$ cat src/rtl/drd_pkg.sv
// Package for the detection row decoder: widths, register indexes, record
// types and the frame and class-count clamping functions.
// Depends on nothing; every other file of the block uses it.
package drd_pkg;

   localparam int VALUE_BITS     = 16;
   localparam int FRAC_BITS      = 14;
   localparam int PIXEL_BITS     = 14;
   localparam int FRAME_BITS     = 13;
   localparam int CLASS_BITS     = 7;
   localparam int NUM_CLASSES    = 80;
   localparam int MAX_FRAME      = 4096;
   localparam int BOX_FIELDS     = 5;
   localparam int OBJ_POS        = 4;
   localparam int CSR_INDEX_BITS = 8;
   localparam int CSR_DATA_BITS  = 16;

   localparam logic [CSR_INDEX_BITS-1:0] REG_CONF_THRESHOLD = 8'd0;
   localparam logic [CSR_INDEX_BITS-1:0] REG_FRAME_WIDTH    = 8'd1;
   localparam logic [CSR_INDEX_BITS-1:0] REG_FRAME_HEIGHT   = 8'd2;
   localparam logic [CSR_INDEX_BITS-1:0] REG_CLASS_COUNT    = 8'd3;

   typedef struct packed {
      logic [VALUE_BITS-1:0] conf_threshold;
      logic [FRAME_BITS-1:0] frame_width;
      logic [FRAME_BITS-1:0] frame_height;
      logic [CLASS_BITS-1:0] class_count;
   } drd_cfg_type;

   // Everything gathered over one row, handed to the evaluation stage.
   typedef struct packed {
      logic [PIXEL_BITS-1:0] centre_x;
      logic [PIXEL_BITS-1:0] centre_y;
      logic [PIXEL_BITS-1:0] width;
      logic [PIXEL_BITS-1:0] height;
      logic [VALUE_BITS-1:0] objectness;
      logic [VALUE_BITS-1:0] best_score;
      logic [CLASS_BITS-1:0] best_class;
   } drd_row_type;

   typedef struct packed {
      logic [CLASS_BITS-1:0] class_index;
      logic [VALUE_BITS-1:0] confidence;
      logic [11:0]           box_x;
      logic [11:0]           box_y;
      logic [FRAME_BITS-1:0] box_width;
      logic [FRAME_BITS-1:0] box_height;
   } drd_result_type;

   function automatic logic [FRAME_BITS-1:0] eff_frame(input logic [FRAME_BITS-1:0] f);
      logic [FRAME_BITS-1:0] r;
      if (f == '0) begin
         r = FRAME_BITS'(1);
      end else if (f > FRAME_BITS'(MAX_FRAME)) begin
         r = FRAME_BITS'(MAX_FRAME);
      end else begin
         r = f;
      end
      return r;
   endfunction

   function automatic logic [CLASS_BITS-1:0] eff_classes(input logic [CLASS_BITS-1:0] c);
      logic [CLASS_BITS-1:0] r;
      if (c == '0) begin
         r = CLASS_BITS'(1);
      end else if (c > CLASS_BITS'(NUM_CLASSES)) begin
         r = CLASS_BITS'(NUM_CLASSES);
      end else begin
         r = c;
      end
      return r;
   endfunction

endpackage

$ cat src/rtl/drd_req_if.sv
// Input channel of the detection row decoder: one row element per transfer.
// Depends on drd_pkg for the value width.
interface drd_req_if;
   logic                           valid;
   logic                           ready;
   logic [drd_pkg::VALUE_BITS-1:0] value;

   modport source (output valid, output value, input ready);
   modport sink   (input valid, input value, output ready);
endinterface

$ cat src/rtl/drd_rsp_if.sv
// Result channel of the detection row decoder: one detection per transfer.
// Depends on drd_pkg for the field widths.
interface drd_rsp_if;
   logic                           valid;
   logic                           ready;
   logic [drd_pkg::CLASS_BITS-1:0] class_index;
   logic [drd_pkg::VALUE_BITS-1:0] confidence;
   logic [11:0]                    box_x;
   logic [11:0]                    box_y;
   logic [drd_pkg::FRAME_BITS-1:0] box_width;
   logic [drd_pkg::FRAME_BITS-1:0] box_height;

   modport source (output valid, output class_index, output confidence, output box_x,
                   output box_y, output box_width, output box_height, input ready);
   modport sink   (input valid, input class_index, input confidence, input box_x,
                   input box_y, input box_width, input box_height, output ready);
endinterface

$ cat src/rtl/drd_csr_if.sv
// Configuration write channel of the detection row decoder.
// Depends on drd_pkg for the index and data widths.
interface drd_csr_if;
   logic                               valid;
   logic                               ready;
   logic [drd_pkg::CSR_INDEX_BITS-1:0] index;
   logic [drd_pkg::CSR_DATA_BITS-1:0]  data;

   modport source (output valid, output index, output data, input ready);
   modport sink   (input valid, input index, input data, output ready);
endinterface

$ cat src/rtl/drd_csr.sv
// Configuration registers of the detection row decoder.
// Depends on drd_pkg and drd_csr_if.
module drd_csr (
   input  logic                 clock,
   input  logic                 reset,
   drd_csr_if.sink              csr_bus,
   output drd_pkg::drd_cfg_type cfg
);

   drd_pkg::drd_cfg_type cfg_ff, cfg_in;

   assign csr_bus.ready = 1'b1;
   assign cfg = cfg_ff;

   always_comb begin
      cfg_in = cfg_ff;
      if (csr_bus.valid) begin
         unique case (csr_bus.index)
            drd_pkg::REG_CONF_THRESHOLD: cfg_in.conf_threshold = csr_bus.data;
            drd_pkg::REG_FRAME_WIDTH:    cfg_in.frame_width = csr_bus.data[12:0];
            drd_pkg::REG_FRAME_HEIGHT:   cfg_in.frame_height = csr_bus.data[12:0];
            drd_pkg::REG_CLASS_COUNT:    cfg_in.class_count = csr_bus.data[6:0];
            default: ;
         endcase
      end
   end

   always_ff @(posedge clock) begin
      if (reset) begin
         cfg_ff.conf_threshold <= 16'd4096;
         cfg_ff.frame_width    <= 13'd640;
         cfg_ff.frame_height   <= 13'd480;
         cfg_ff.class_count    <= 7'd80;
      end else begin
         cfg_ff <= cfg_in;
      end
   end

endmodule

$ cat src/rtl/drd_row_collect.sv
// Row collection stage: scales box fields to pixels, runs the argmax over
// the class scores and registers the complete row at its last element.
// Depends on drd_pkg.
module drd_row_collect (
   input  logic                            clock,
   input  logic                            reset,
   input  logic                            take,
   input  logic [drd_pkg::VALUE_BITS-1:0]  value,
   input  drd_pkg::drd_cfg_type            cfg,
   output logic                            row_valid,
   output drd_pkg::drd_row_type            row
);

   logic [drd_pkg::CLASS_BITS-1:0] position_ff, position_in;
   logic [drd_pkg::PIXEL_BITS-1:0] centre_x_ff, centre_y_ff, width_ff, height_ff;
   logic [drd_pkg::VALUE_BITS-1:0] objectness_ff, best_score_ff, best_score_in;
   logic [drd_pkg::CLASS_BITS-1:0] best_class_ff, best_class_in;
   logic                           row_valid_ff, row_valid_in;
   drd_pkg::drd_row_type           row_ff;
   logic [drd_pkg::CLASS_BITS-1:0] classes;
   logic [drd_pkg::FRAME_BITS-1:0] scale;
   logic [28:0]                    product;
   logic [drd_pkg::PIXEL_BITS-1:0] pixels;
   logic                           in_box, last_score, score_wins;

   assign row_valid = row_valid_ff;
   assign row = row_ff;

   always_comb begin
      classes = drd_pkg::eff_classes(cfg.class_count);
      // Positions 0 and 2 are horizontal, 1 and 3 vertical.
      scale = position_ff[0] ? drd_pkg::eff_frame(cfg.frame_height)
                             : drd_pkg::eff_frame(cfg.frame_width);
      product = {13'd0, value} * {16'd0, scale};
      pixels = product[drd_pkg::FRAC_BITS +: drd_pkg::PIXEL_BITS];
      in_box = position_ff < drd_pkg::CLASS_BITS'(drd_pkg::BOX_FIELDS);
      score_wins = (position_ff == drd_pkg::CLASS_BITS'(drd_pkg::BOX_FIELDS))
                   || (value > best_score_ff);
      best_score_in = score_wins ? value : best_score_ff;
      best_class_in = score_wins
                      ? position_ff - drd_pkg::CLASS_BITS'(drd_pkg::BOX_FIELDS)
                      : best_class_ff;
      // A shrunken class count mid-row still ends the row on the next score.
      last_score = !in_box && (position_ff >= drd_pkg::CLASS_BITS'(drd_pkg::OBJ_POS) + classes);
      row_valid_in = take && last_score;
      position_in = position_ff;
      if (take) begin
         position_in = last_score ? '0 : position_ff + 1'b1;
      end
   end

   always_ff @(posedge clock) begin
      if (reset) begin
         position_ff  <= '0;
         row_valid_ff <= 1'b0;
      end else begin
         position_ff  <= position_in;
         row_valid_ff <= row_valid_in;
      end
   end

   always_ff @(posedge clock) begin
      if (take) begin
         if (in_box) begin
            case (position_ff)
               7'd0:    centre_x_ff <= pixels;
               7'd1:    centre_y_ff <= pixels;
               7'd2:    width_ff <= pixels;
               7'd3:    height_ff <= pixels;
               default: objectness_ff <= value;
            endcase
         end else begin
            best_score_ff <= best_score_in;
            best_class_ff <= best_class_in;
         end
      end
      if (row_valid_in) begin
         row_ff.centre_x   <= centre_x_ff;
         row_ff.centre_y   <= centre_y_ff;
         row_ff.width      <= width_ff;
         row_ff.height     <= height_ff;
         row_ff.objectness <= objectness_ff;
         row_ff.best_score <= best_score_in;
         row_ff.best_class <= best_class_in;
      end
   end

`ifndef NO_ASSERTIONS
   a_row_restarts: assert property (@(posedge clock) disable iff (reset)
      row_valid_ff |-> position_ff == '0 || position_ff == 7'd1)
      else $error("row record registered without the position returning to centre x");
   a_position_bound: assert property (@(posedge clock) disable iff (reset)
      position_ff <= drd_pkg::CLASS_BITS'(drd_pkg::OBJ_POS + drd_pkg::NUM_CLASSES))
      else $error("element position ran past the longest row");
`endif

endmodule

$ cat src/rtl/drd_row_eval.sv
// Row evaluation: confidence product, thresholds, corner box and clipping.
// Depends on drd_pkg.
module drd_row_eval (
   input  drd_pkg::drd_row_type    row,
   input  drd_pkg::drd_cfg_type    cfg,
   output logic                    keep,
   output drd_pkg::drd_result_type result
);

   logic [31:0]                    product;
   logic [31:0]                    thr_scaled;
   logic [drd_pkg::FRAME_BITS-1:0] fw, fh;
   logic signed [16:0]             x0, y0, x1, y1, x2, y2, fw_s, fh_s;
   logic                           pass_obj, pass_conf, empty;

   always_comb begin
      product = {16'd0, row.objectness} * {16'd0, row.best_score};
      thr_scaled = {2'd0, cfg.conf_threshold, 14'd0};
      pass_obj = row.objectness >= cfg.conf_threshold;
      pass_conf = product >= thr_scaled;
      fw = drd_pkg::eff_frame(cfg.frame_width);
      fh = drd_pkg::eff_frame(cfg.frame_height);
      fw_s = {4'd0, fw};
      fh_s = {4'd0, fh};
      x0 = {3'd0, row.centre_x} - {4'd0, row.width[13:1]};
      y0 = {3'd0, row.centre_y} - {4'd0, row.height[13:1]};
      x1 = x0[16] ? '0 : x0;
      y1 = y0[16] ? '0 : y0;
      x2 = x0 + {3'd0, row.width};
      y2 = y0 + {3'd0, row.height};
      if (x2 > fw_s) begin
         x2 = fw_s;
      end
      if (y2 > fh_s) begin
         y2 = fh_s;
      end
      empty = (x2 <= x1) || (y2 <= y1);
      keep = pass_obj && pass_conf && !empty;
      result.class_index = row.best_class;
      result.confidence = (product[31:30] != 2'd0) ? 16'hFFFF : product[29:14];
      result.box_x = x1[11:0];
      result.box_y = y1[11:0];
      result.box_width = 13'(x2 - x1);
      result.box_height = 13'(y2 - y1);
   end

endmodule

$ cat src/rtl/drd_out_queue.sv
// Two-entry result queue in front of the result channel, so that the input
// side keeps moving while a detection waits. Depends on drd_pkg.
module drd_out_queue (
   input  logic                    clock,
   input  logic                    reset,
   input  logic                    push,
   input  drd_pkg::drd_result_type push_data,
   output logic [1:0]              level,
   output logic                    out_valid,
   input  logic                    out_ready,
   output drd_pkg::drd_result_type out_data
);

   logic [1:0]              count_ff, count_in;
   drd_pkg::drd_result_type head_ff, spare_ff;
   logic                    pop;

   assign pop = (count_ff != 2'd0) && out_ready;
   assign level = count_ff;
   assign out_valid = count_ff != 2'd0;
   assign out_data = head_ff;

   always_comb begin
      count_in = count_ff;
      if (push && !pop) begin
         count_in = count_ff + 2'd1;
      end else if (pop && !push) begin
         count_in = count_ff - 2'd1;
      end
   end

   always_ff @(posedge clock) begin
      if (reset) begin
         count_ff <= '0;
      end else begin
         count_ff <= count_in;
      end
   end

   always_ff @(posedge clock) begin
      if (pop) begin
         // The head leaves; the spare or the new entry moves up.
         if (count_ff == 2'd2) begin
            head_ff <= spare_ff;
            if (push) begin
               spare_ff <= push_data;
            end
         end else if (push) begin
            head_ff <= push_data;
         end
      end else if (push) begin
         if (count_ff == 2'd0) begin
            head_ff <= push_data;
         end else begin
            spare_ff <= push_data;
         end
      end
   end

`ifndef NO_ASSERTIONS
   a_no_overflow: assert property (@(posedge clock) disable iff (reset)
      push |-> count_ff != 2'd2)
      else $error("result pushed into a full queue");
   a_pop_drains: assert property (@(posedge clock) disable iff (reset)
      pop && !push |=> count_ff == $past(count_ff) - 2'd1)
      else $error("queue level did not fall after a lone transfer out");
`endif

endmodule

$ cat src/rtl/detection_row_decoder_unit.sv
// Detection row decoder. A detector output row streams in on req_bus one
// value per transfer: centre x, centre y, width, height, objectness, then
// class_count class scores, all unsigned Q2.14. Each accepted row yields at
// most one detection on rsp_bus: class, confidence and a clipped pixel box.
// Registers are to be written over csr_bus only while the block is idle; the
// block itself does not enforce this. csr_bus.ready is always high.
// Throughput: one value per cycle while req_bus.ready is high. The argmax
// and pixel scaling run on each value in the row collection stage; the last
// value of a row is registered, then evaluated (one 16x16 product, thresholds
// and clipping) into a two-entry result queue, from whose head a detection is
// offered on rsp_bus.
// When rsp_bus stalls, the queue holds up to two detections; req_bus.ready
// drops for a cycle only while one detection waits and another row is being
// evaluated, and stays low while the queue is full. Since a row is at least
// six values long this seldom costs input cycles.
// Reset (synchronous, active high) restores the register defaults, empties
// the queue and sets the row position back to centre x.
module detection_row_decoder_unit (
   input  logic      clock,
   input  logic      reset,
   drd_req_if.sink   req_bus,
   drd_rsp_if.source rsp_bus,
   drd_csr_if.sink   csr_bus
);

   drd_pkg::drd_cfg_type    cfg;
   drd_pkg::drd_row_type    row;
   drd_pkg::drd_result_type result, head;
   logic                    row_valid, keep, take;
   logic [1:0]              level;

   // Room is reserved for the row in evaluation as well as the queued ones.
   assign req_bus.ready = ({1'b0, level} + {2'd0, row_valid}) < 3'd2;
   assign take = req_bus.valid && req_bus.ready;

   drd_csr u_csr (
      .clock   (clock),
      .reset   (reset),
      .csr_bus (csr_bus),
      .cfg     (cfg)
   );

   drd_row_collect u_collect (
      .clock     (clock),
      .reset     (reset),
      .take      (take),
      .value     (req_bus.value),
      .cfg       (cfg),
      .row_valid (row_valid),
      .row       (row)
   );

   drd_row_eval u_eval (
      .row    (row),
      .cfg    (cfg),
      .keep   (keep),
      .result (result)
   );

   drd_out_queue u_queue (
      .clock     (clock),
      .reset     (reset),
      .push      (row_valid && keep),
      .push_data (result),
      .level     (level),
      .out_valid (rsp_bus.valid),
      .out_ready (rsp_bus.ready),
      .out_data  (head)
   );

   assign rsp_bus.class_index = head.class_index;
   assign rsp_bus.confidence  = head.confidence;
   assign rsp_bus.box_x       = head.box_x;
   assign rsp_bus.box_y       = head.box_y;
   assign rsp_bus.box_width   = head.box_width;
   assign rsp_bus.box_height  = head.box_height;

endmodule

$ cat src/flat_wrapper.sv
// flat-port wrapper written by rule: the top's interface ports become plain ports
module detection_row_decoder_unit_flat 
  (clock, reset, req_bus_valid, req_bus_value, req_bus_ready, rsp_bus_valid, rsp_bus_class_index, rsp_bus_confidence, rsp_bus_box_x, rsp_bus_box_y, rsp_bus_box_width, rsp_bus_box_height, rsp_bus_ready, csr_bus_valid, csr_bus_index, csr_bus_data, csr_bus_ready);
  drd_req_if req_bus_i ();
  drd_rsp_if rsp_bus_i ();
  drd_csr_if csr_bus_i ();
  input  logic clock;
  input  logic reset;
  input wire logic [$bits(req_bus_i.valid)-1:0] req_bus_valid;
  input wire logic [$bits(req_bus_i.value)-1:0] req_bus_value;
  output wire logic [$bits(req_bus_i.ready)-1:0] req_bus_ready;
  output wire logic [$bits(rsp_bus_i.valid)-1:0] rsp_bus_valid;
  output wire logic [$bits(rsp_bus_i.class_index)-1:0] rsp_bus_class_index;
  output wire logic [$bits(rsp_bus_i.confidence)-1:0] rsp_bus_confidence;
  output wire logic [$bits(rsp_bus_i.box_x)-1:0] rsp_bus_box_x;
  output wire logic [$bits(rsp_bus_i.box_y)-1:0] rsp_bus_box_y;
  output wire logic [$bits(rsp_bus_i.box_width)-1:0] rsp_bus_box_width;
  output wire logic [$bits(rsp_bus_i.box_height)-1:0] rsp_bus_box_height;
  input wire logic [$bits(rsp_bus_i.ready)-1:0] rsp_bus_ready;
  input wire logic [$bits(csr_bus_i.valid)-1:0] csr_bus_valid;
  input wire logic [$bits(csr_bus_i.index)-1:0] csr_bus_index;
  input wire logic [$bits(csr_bus_i.data)-1:0] csr_bus_data;
  output wire logic [$bits(csr_bus_i.ready)-1:0] csr_bus_ready;
  assign req_bus_i.valid = req_bus_valid;
  assign req_bus_i.value = req_bus_value;
  assign req_bus_ready = req_bus_i.ready;
  assign rsp_bus_valid = rsp_bus_i.valid;
  assign rsp_bus_class_index = rsp_bus_i.class_index;
  assign rsp_bus_confidence = rsp_bus_i.confidence;
  assign rsp_bus_box_x = rsp_bus_i.box_x;
  assign rsp_bus_box_y = rsp_bus_i.box_y;
  assign rsp_bus_box_width = rsp_bus_i.box_width;
  assign rsp_bus_box_height = rsp_bus_i.box_height;
  assign rsp_bus_i.ready = rsp_bus_ready;
  assign csr_bus_i.valid = csr_bus_valid;
  assign csr_bus_i.index = csr_bus_index;
  assign csr_bus_i.data = csr_bus_data;
  assign csr_bus_ready = csr_bus_i.ready;
  detection_row_decoder_unit u_core (.clock(clock), .reset(reset), .req_bus(req_bus_i), .rsp_bus(rsp_bus_i), .csr_bus(csr_bus_i));
endmodule
$ cat config.mk
export PLATFORM = sky130hd
export DESIGN_NAME = detection_row_decoder_unit_flat
export DESIGN_NICKNAME = d
export VERILOG_FILES = /design/src/rtl/drd_pkg.sv /design/src/rtl/drd_req_if.sv /design/src/rtl/drd_rsp_if.sv /design/src/rtl/drd_csr_if.sv /design/src/rtl/drd_csr.sv /design/src/rtl/drd_row_collect.sv /design/src/rtl/drd_row_eval.sv /design/src/rtl/drd_out_queue.sv /design/src/rtl/detection_row_decoder_unit.sv /design/src/flat_wrapper.sv
export SDC_FILE = /design/constraint.sdc
export NUM_CORES = 2
export LEC_CHECK = 0
export ABC_CLOCK_PERIOD_IN_PS = 13900
export BUFFER_PORTS_ARGS = -buffer_cell sky130_fd_sc_hd__buf_2
export CAP_MARGIN = 20
export CORE_ASPECT_RATIO = 1.4
export CORE_UTILIZATION = 55
export CTS_CLUSTER_SIZE = 10
export DETAILED_ROUTE_END_ITERATION = 8
export PLACE_DENSITY = 0.82
export SLEW_MARGIN = 20
export SYNTH_ARGS = -nofsm -noshare
export SYNTH_HDL_FRONTEND = slang
export SYNTH_SLANG_ARGS = --single-unit
$ cat constraint.sdc
create_clock -name clock -period 13.9 [get_ports clock]
set_input_delay 2.78 -clock clock [delete_from_list [all_inputs] [get_ports clock]]
set_output_delay 2.78 -clock clock [all_outputs]
set_load 0.01 [all_outputs]
==> reports/metrics.cfg <==
[sta]
worst_pin_slew_ns = 1.06
fin_tns_setup_ns = 0
rsz0062_at_grt = false
slew_headroom_pct = 29.0
setup_viol_count_final = 0
hold_slack_ns = 0.392
hold_viol_final = 0
min_period_ns = 11.38
max_clock_freq_ghz = 0.0879
worst_slack_ns = 2.52
finClkSkew_ns = 0.0431
slew_viol_final = 0
min_period_over_period_pct = 81.8

[global_route]
grt_pass1_wl_um = 150000
grt_pass1_vias = 27544
grt-ovfl-total = 0
grt_max_degree = 76
antenna_found_initial = 7
track_usage_pct = 30.0

[floorplanning]
io_pins = 121
dieArea_sq_um = 65600
die_w_um = 217
core_sq_um = 63600
rows = 109
initial_core_util_pct = 55.9
die_y_um = 303

[cts]
cts_buffers = 47
post_cts_resized = 0
clkSinkCount = 395
cts_root_buf = clkbuf_16
cts_setup_buffers = 0
h-tree-depth = 2
cts_buffer_depth = 3
cts.clk_slew.worst_paths_ns = 0.06
clk_latency_ns = 0.60
cts_hold_buf = 0
cts_tree = yes

[route]
drc = 0
routed_wl_um = 96300
vias_per_cell = 5.90
detail_route.wl_per_cell_um = 21.3
drt-initial-drc-count = 1984
route.vias.total = 26644
ant_nets = 0
drt-pass1-iter-count = 6

[run]
drv_cap = 0

[critical_path]
cp-endpoint = u_core.u_queue.spare_ff[40]$_DFFE_PP_
ff2ff_path_depth = 32
rr_startpoint = u_core.u_collect.row[30]$_DFFE_PP_
worstSetupPathType = reg2reg
critPathTopFamily = adder cells
worst-path-buf-inv = 6
crit_arrival_ns = 11.59
rrSetupSlack_ns = 2.52
path_depth = 32
cp_max_fo = 73
startpoint_type = flop
cp_slowest_stage_delay_ns = 0.81
end_kind = flop
cpMostUsedCell = fa_1
cp_slowest_cell = edfxtp_1
crit_start = u_core.u_collect.row[30]$_DFFE_PP_
crit_required_ns = 14.11
r2r_end = u_core.u_queue.spare_ff[40]$_DFFE_PP_

[final_layout]
fillerInstances = 5194
most-common-layout-cells = 605 x nand2_1, 543 x inv_1, 352 x fa_1
drive_gt1_share_pct = 7.67
synthToLayoutAreaGrowth_pct = 8.00
layout_commonest_cell = nand2_1
layout.nets = 4395
fin_cells = 4516

[synthesis]
ys_warn_count = 0
synth_top_area_share_pct = 28.4
yosysSeqAreaShare_pct = 31.7
async_reset_ff_share_pct = 0
synth_edf_count = 336
synth.area.top_cells = edfxtp_1 28%, fa_1 20%, ha_1 12%
synthCells = 3581
ys_types = 83
postSynthNetCount = 4328
ys_ff_latch = 395
syn_area_per_cell_sq_um = 9.92
yosys_most_used_dff = edfxtp_1
synth_area_sq_um = 35500
synth_largest_area_cell = edfxtp_1

[status]
status = finished, final reports clean

[worst_hold_path]
hold_start = u_core.u_collect.width_ff[8]$_DFFE_PP_
hold_path.class = reg2reg

[power]
p_per_area_nw_per_um2 = 76.3
leakagePower_uw = 0.0173
peakVddDrop_uv = 74.8
p_total_uw = 2930

[placement]
gp_congestion = 1.04
placed_cells = 4430
portBuffers = 119
pre_cts_slack_ns = 2.81
hpwl_um = 73700

-- stage by stage --
| stage | utilization [%] | cell area (sq um) |
|---|---|---|
| finish | 60.4 | 38400 |
| global route | 60.3 | 38400 |
| CTS | 60.3 | 38300 |
| detailed placement | 58.1 | 36900 |
| global placement | 58.1 | 36900 |
| floorplan | - | 35500 |
-- worst min path at each step --
stage / cells after the start / slack [ns] / endpoint
after floorplan: 0 / 0.40 / u_core.u_collect.row[23]$_DFFE_PP_
after global placement: 0 / 0.40 / u_core.u_collect.row[27]$_DFFE_PP_
after detailed placement: 0 / 0.40 / u_core.u_collect.row[23]$_DFFE_PP_
after CTS: 0 / 0.39 / u_core.u_collect.row[61]$_DFFE_PP_
after global routing: 0 / 0.40 / u_core.u_collect.row[61]$_DFFE_PP_
final: 0 / 0.39 / u_core.u_collect.row[61]$_DFFE_PP_
-- worst reg2reg max path, delay by kind of cell (launching register included) --
family                     cells  cell delay [ns]
adders and majority gates      9             3.99
and+or+nand+nor                9             2.90
AOI/OAI and AO/OA              7             1.88
buffers and inverters          6             1.02
DFF                            1             0.81
xor gates and xnor gates       1             0.35
-- area by class of cell --
class	count	area (sq um)	area share (%)
Timing Repair Buffer	139	746	1.94
Clock buffer	74	1340	3.49
Multi-Input combinational cell	2521	21800	56.9
Clock inverter	5	88.8	0.232
Tap cell	832	1040	2.71
Sequential cell	395	11300	29.4
Antenna cell	6	15.0	0.0391
Inverter	544	2040	5.32
-- routing by layer --
metal  track usage, %  wire [um]
met1             31.9      32800
met2             54.2      49300
met3             4.46       6500
met4             21.5       7770
met5                0          0
-- cells in the mapped netlist (5+ instances only) --
cell and count:
nor3_1 32, o211ai_1 26, and2_1 202, xnor2_1 74, a211oi_1 15, o21ai_1 8, o31ai_1 10, nand3_1 56
nor4_1 12, and4_1 7, clkbuf_1 106, a21oi_1 145, o21a_1 34, nor2_1 96, and3_1 14, or4_1 6
xor2_1 38, a31oi_1 26, or3_1 8, mux2_4 8, nand3b_1 5, fa_1 352, a21boi_0 5, ha_1 350
nor2b_1 42, o21bai_1 14, buf_1 7, nand4_1 32, o2111ai_1 7, a21o_1 46, mux2i_1 13, mux2_2 36
inv_1 543, nor3b_1 5, o221a_2 10, buf_2 5, dfxtp_1 59, edfxtp_1 336, o21ai_0 82, nand2b_1 24
nand2_1 606
-- flip-flops by register name (all words and copies together), names as in the netlist, 16 cells and up --
| signal | cells |
|---|---|
| u_core.u_queue.spare_ff | 73 |
| u_core.u_csr.cfg | 49 |
| u_core.u_collect.objectness_ff | 16 |
| u_core.u_collect.row | 95 |
| u_core.u_queue.out_data | 73 |
| u_core.u_collect.best_score_ff | 16 |
-- where the power goes --
group          switching (uW)  internal [uW]  total [uW]
combinational             271            145         416
sequential               7.98           1350        1360
clock                     472            678        1150
-- logic make-up after synthesis --
family | count (synthesis) | share of synthesized area (%)
AO/OA/AOI/OAI | 486 | 8.96
XOR/XNOR | 112 | 2.76
adder cells (fa/ha/maj) | 702 | 32.2
buffers and inverters | 665 | 7.09
flip-flops | 395 | 31.7
multiplexers | 57 | 1.85
other | 1 | 0.0106
AND/OR/NAND/NOR | 1163 | 15.4
Power figures use the tool's default switching activity.
